### src/sv/efc_pkg.sv
package efc_pkg;

    localparam int HEADER_BYTES = 42;

    localparam logic [1:0] CLASS_ETH2 = 2'd0;
    localparam logic [1:0] CLASS_RAW  = 2'd1;
    localparam logic [1:0] CLASS_SNAP = 2'd2;
    localparam logic [1:0] CLASS_LLC  = 2'd3;

    localparam logic [1:0] KIND_NONE = 2'd0;
    localparam logic [1:0] KIND_IPV4 = 2'd1;
    localparam logic [1:0] KIND_IPV6 = 2'd2;
    localparam logic [1:0] KIND_ARP  = 2'd3;

    localparam logic [15:0] MAX_LLC_LENGTH = 16'd1500;
    localparam logic [15:0] ETYPE_IPV4     = 16'd2048;
    localparam logic [15:0] ETYPE_IPV6     = 16'd34525;
    localparam logic [15:0] ETYPE_ARP      = 16'd2054;
    localparam logic [15:0] ARP_REQUEST    = 16'd1;
    localparam logic [7:0]  SSAP_RAW       = 8'd255;
    localparam logic [7:0]  SSAP_SNAP      = 8'd170;
    localparam logic [15:0] MAX_POSITION   = 16'hFFFF;
    localparam logic [16:0] MIN_FRAME      = 17'd60;
    localparam logic [16:0] MIN_WIRE       = 17'd64;
    localparam logic [16:0] FCS_BYTES      = 17'd4;
    localparam logic [31:0] COUNT_MAX      = 32'hFFFF_FFFF;

    typedef struct packed {
        logic [1:0]  frame_class;
        logic [15:0] type_value;
        logic [16:0] wire_length;
        logic [1:0]  layer3_kind;
        logic [7:0]  layer3_code;
        logic [31:0] source_ip;
        logic [31:0] dest_ip;
        logic        count_dest;
    } efc_desc_t;

    typedef struct packed {
        efc_desc_t   desc;
        logic [31:0] dest_count;
        logic [31:0] top_address;
        logic [31:0] top_count;
        logic        dropped_new;
    } efc_result_t;

    typedef enum logic [2:0] {
        BK_IDLE,
        BK_READ,
        BK_CHECK,
        BK_TOP_READ,
        BK_EMIT
    } efc_back_state_t;

endpackage

### src/sv/efc_queue.sv
module efc_queue (
    input  logic                clk,
    input  logic                rst_n,
    input  logic                push,
    input  efc_pkg::efc_desc_t  push_data,
    input  logic                pop,
    output logic                full,
    output logic                not_empty,
    output efc_pkg::efc_desc_t  pop_data
);
    import efc_pkg::*;

    efc_desc_t  slot_reg [2];
    logic       wr_ptr_reg;
    logic       rd_ptr_reg;
    logic [1:0] count_reg;

    assign full      = (count_reg == 2'd2);
    assign not_empty = (count_reg != 2'd0);
    assign pop_data  = slot_reg[rd_ptr_reg];

    always_ff @(posedge clk)
    begin
        if (push)
        begin
            slot_reg[wr_ptr_reg] <= push_data;
        end
    end

    always_ff @(posedge clk or negedge rst_n)
    begin
        if (!rst_n)
        begin
            wr_ptr_reg <= 1'b0;
            rd_ptr_reg <= 1'b0;
            count_reg  <= '0;
        end
        else
        begin
            if (push)
            begin
                wr_ptr_reg <= !wr_ptr_reg;
            end
            if (pop)
            begin
                rd_ptr_reg <= !rd_ptr_reg;
            end
            if (push && !pop)
            begin
                count_reg <= count_reg + 2'd1;
            end
            else if (pop && !push)
            begin
                count_reg <= count_reg - 2'd1;
            end
        end
    end

endmodule

### config.mk
export PLATFORM = sky130hd
export DESIGN_NAME = efc_queue
export DESIGN_NICKNAME = d
export VERILOG_FILES = /design/src/sv/efc_pkg.sv /design/src/sv/efc_queue.sv
export SDC_FILE = /design/constraint.sdc
export NUM_CORES = 1
export LEC_CHECK = 0
export ABC_AREA = 1
export BUFFER_PORTS_ARGS = -buffer_cell sky130_fd_sc_hd__buf_2
export CELL_PAD_IN_SITES_DETAIL_PLACEMENT = 1
export CELL_PAD_IN_SITES_GLOBAL_PLACEMENT = 2
export CORE_ASPECT_RATIO = 1.4
export CORE_UTILIZATION = 35
export CTS_CLUSTER_SIZE = 16
export DETAILED_ROUTE_END_ITERATION = 6
export GPL_TIMING_DRIVEN = 0
export PLACE_DENSITY = 0.73
export SLEW_MARGIN = 0
export SYNTH_ARGS = -nofsm -noshare
export SYNTH_HDL_FRONTEND = slang
export SYNTH_SLANG_ARGS = --single-unit
### constraint.sdc
create_clock -name clk -period 17.1 [get_ports clk]
set_clock_uncertainty 0.1 [all_clocks]
set_input_delay 3.42 -clock clk [delete_from_list [all_inputs] [get_ports clk]]
set_output_delay 3.42 -clock clk [all_outputs]
set_load 0.03 [all_outputs]
Word-level counts from Yosys, hierarchy flattened

Memory sizes are Yosys's and may differ from the RTL's.
Index checks and enable logic that the tools add are counted.

Bits in registers: 4
Memory bits (read-only): 0
Input bits: 114
Latch bits: 0
Output and inout bits: 112
Memory bits (writable): 220
Memories: 1

Divide/modulo/power cells: 0
Equality and inequality tests: 1
Bitwise logic cells: 0
Muxes and demuxes: 4
Reduce and logical (&&, ||, !) cells: 8
$mul: 0
Shifts and indexed selects: 0
Magnitude comparators: 0
Add/subtract/negate cells: 2

Memories:

| name     | depth | bits a word | read ports | clocked after Yosys merged registers in | wr ports | line            | RTL |
|---|---|---|---|---|---|---|---|
| slot_reg | 2     | 110         | 1          | 0                                       | 1        | efc_queue.sv:13 | `efc_desc_t slot_reg [2];` |

Operator list:

| cell                | number |
|---|---|
| $logic_not 1->1     | 4 |
| $mux 2              | 2 |
| $reduce_bool 2->1   | 2 |
| $add 2x1->2 const B | 1 |
| $eq 2x2->1 const B  | 1 |
| $logic_and 1x1->1   | 2 |
| $mux 1              | 2 |
| $sub 2x1->2 const B | 1 |

Logic depth before layout (Yosys ltp)

Word-level depth: 4
Gate-level depth with buffers: 7
Depth with buffers taken out: 7

Worst setup path after synthesis

Ideal clock, no wire load.

Kind: input -> register
From: input push
To: memory slot_reg[0][0] (netlist name), enable pin
Cell stages on the path: 2
Arrival time: 8.063 ns
Library setup time: 0.583 ns
Path slack: 8.354 ns
Buffers on the path: 0
Cell sequence: inv_1 > nor2_1

Word-level cells in the longest chain between the ends: 2

RTL lines:

| item                         | line            | RTL |
|---|---|---|
| from (decl)                  | efc_queue.sv:4  | `input logic push,` |
| $mux 1                       | efc_queue.sv:24 | `if (push)` |
| $mux 1 (implied by the code) | efc_queue.sv:26 | `slot_reg[wr_ptr_reg] <= push_data;` |
| to (decl)                    | efc_queue.sv:13 |  |

No other way between the ends.

==> results.toml <==
[worst_setup_path]
start_kind = "flop"
worstPathArrival_ns = 1.81
depth_of_the_worst_register_to_register_path = 4
cp_slowest_stage_delay_ns = 0.36
worstReg2RegStart = "wr_ptr_reg$_DFFE_PN0P_"
worst-r2r-setup-slack_ns = 15.03
timing.critical_path.cells = "buf_6 -> buf_6 -> mux2_2 -> buf_2"
critPathRequiredTime_ns = 13.58
worst-setup-path-type = "reg -> out"
critPathCapture = "pop_data[26]"
path_common_cell = "buf_6"
timing.critical_path.to_type = "output port"
critPathSlowestCell = "dfrtp_1"
worst-path-max-fanout = 10
timing.rr.end = "slot_reg[0][80]$_DFFE_PP_"
worst_setup_path_startpoint = "rd_ptr_reg$_DFFE_PN0P_"

[placement]
hpwlAfterDp_um = 12200
place_ws_ns = 11.79
port_buffers = 225
place.gp.congestion = 0.738
place_area_sq_um = 9800

[die]
floorplan.rows = 65
floorplan.initialDensity_pct = 36.0
die_width_um = 131
die-area_sq_um = 24000
fp.coreArea_sq_um = 22700
design.portCount = 226
die_height_um = 183

[global_route]
gr_overflow_total = 0
grt_start_max_net_pins = 62
globalRoute.busiestLayer = "met2"
global_route.usage.met3_pct = 3.70
grt_use_total_pct = 14.3
number_of_antenna_violations_at_the_first_check_in_global_routing = 2
groute.layer.met2.usage_pct = 28.4
wire_length_of_the_first_global_routing_pass_um = 26300
global_route.usage.met1_pct = 13.9
grt_pass1_vias = 4865

[sta]
timing.final.crit_share_pct = 31.2
rsz0062_at_grt = "false"
relSlewSlack_pct = 43.4
final_period_minus_worst_setup_slack_ns = 5.33
final_setup_violation_count = 0
worst_slack_ns = 11.77
timing_worst_slew_pin_value_ns = 0.850
timing.setup.tns_ns = 0
slew_violations = 0
top_achievable_clock_speed_mhz = 188
timing_hold_violations_final = 0

[clock_network]
ctsHtreeMaxLevel = 1
cts-root-to-sink-buffers = 3
worst_skew_late_latency_ns = 0.49
cts_hold_buf = 0
post_cts_resize_count = 0
clock_transition_at_path_regs_ns = 0.06
cts_tree = "built"
num_clock_sinks = 224
tritoncts.num_buffers = 22
clk_root_buffer_cell = "clkbuf_16"
cts_setup_buffers = 0

[routing]
ant_nets = 0
drcViolationCount = 0
detailed_routing_iteration_count_for_the_pre_antenna_repair_pass = 4
wl_per_cell_um = 18.4
dr_total_vias = 4225
wirelength_um = 17200
avgViaCountPerCell = 4.51
drt_first_iter_violations = 175

[run]
timing.max_cap.violations = 0

[synthesis]
synth.cells.most_frequent = "edfxtp_1 (220), mux2_2 (110), buf_6 (10)"
postSynthCellCount = 367
synthesis.area_per_instance_sq_um = 22.3
ys_async_sr_fraction_pct = 1.79
yosysTopAreaCellShare_pct = 80.8
synth_ff_type = "edfxtp_1"
synth_cell_type_count = 13
synth_edf_count = 220
yosys_reg_bits = 224
synth_sequential_area_ratio_pct = 82.0
ys_top_cells_by_area = "edfxtp_1 (81%), mux2_2 (15%), buf_6 (1.4%), dfrtp_1 (1.2%), inv_1 (0.32%)"
post-synth-top-count-cell = "edfxtp_1"
mappedNetlistNets = 482
yosys.area.top_type = "edfxtp_1"
yosys_warnings = 0
post_synthesis_cell_area_sq_um = 8170

[layout]
fin_nets = 736
post_route_cells_drive_above_1_share_pct = 60.1
layout-area-overhead-vs-synth_pct = 28.4
fillers = 2202
postLayoutCellArea_sq_um = 10500
final_core_utilization_pct = 46.2
largest_register_ff_count = 220
num_antenna_cells = 0

[hold_path]
worstHoldPathType = "reg -> reg"

[pwr]
power_per_cell_area_nw_per_um2 = 181
vdd_drop_max_mv = 0.0931
p_leak_nw = 3.96
fin_total_pwr_mw = 1.90

[status]
run_status = "completed"
[layout by cell type, fill, tap and decap left out, drive strengths merged, types with 2 or more instances in the layout]
master,n
nor2,2
nand2,6
buf,242
inv,7
clkinv,8
clkbuf,29
xor2,2
edfxtp,220
bufinv,2
mux2,110
dfrtp,4
[where the power goes]
part	switching (mW)	internal (mW)
Sequential	0.0251	0.728
Clock	0.188	0.275
Combinational	0.444	0.244
Total	0.657	1.25
[per-layer routing]
metal,wire (um),vias to the layer above
met4,371,4
met2,10000,134
met5,30,-
met3,1070,31
met1,5760,2094
li1,-,1962
[final cells by class]
class / instances / area [sq um] / share of cell area (%)
buffer: 12 / 123 / 1.17
clock buffer: 29 / 598 / 5.70
clock inverter: 10 / 93.8 / 0.894
inverter: 7 / 28.8 / 0.274
multi-input combinational: 124 / 1330 / 12.6
sequential: 224 / 6710 / 63.9
tap: 301 / 377 / 3.59
timing repair buffer: 230 / 1240 / 11.8
[worst min-delay path by stage]
stage / from / end / cells after the start / slack, ns
after floorplan: count_reg[1]$_DFFE_PN0P_ / count_reg[1]$_DFFE_PN0P_ / 2 / 0.34
after global placement: count_reg[1]$_DFFE_PN0P_ / count_reg[1]$_DFFE_PN0P_ / 2 / 0.37
after detailed placement: count_reg[1]$_DFFE_PN0P_ / count_reg[1]$_DFFE_PN0P_ / 2 / 0.41
after CTS: count_reg[1]$_DFFE_PN0P_ / count_reg[1]$_DFFE_PN0P_ / 2 / 0.42
after global routing: count_reg[1]$_DFFE_PN0P_ / count_reg[1]$_DFFE_PN0P_ / 2 / 0.43
final: count_reg[1]$_DFFE_PN0P_ / count_reg[1]$_DFFE_PN0P_ / 2 / 0.41
[through the flow]
stage | std cells | hold slack [ns]
finish | 937 | 0.405
global route | 937 | 0.429
CTS | 937 | 0.419
detailed placement | 898 | 0.406
global placement | 893 | 0.373
floorplan | 367 | 0.342
[cell families after synthesis]
group         Yosys count  synth area share [%]
flops                 224                  82.0
mux                   110                  15.2
buf+inv                19                  1.82
simple gates           10                 0.505
xor+xnor                3                 0.322
fa+ha+maj               1                 0.153
[critical path, delay by kind of cell (launching register included)]
kind                   cells  cell delay, ns
multiplexers               1            0.36
buffers and inverters      3            0.60
flip-flops                 1            0.36
No activity file was read; power rests on OpenSTA's default activity.
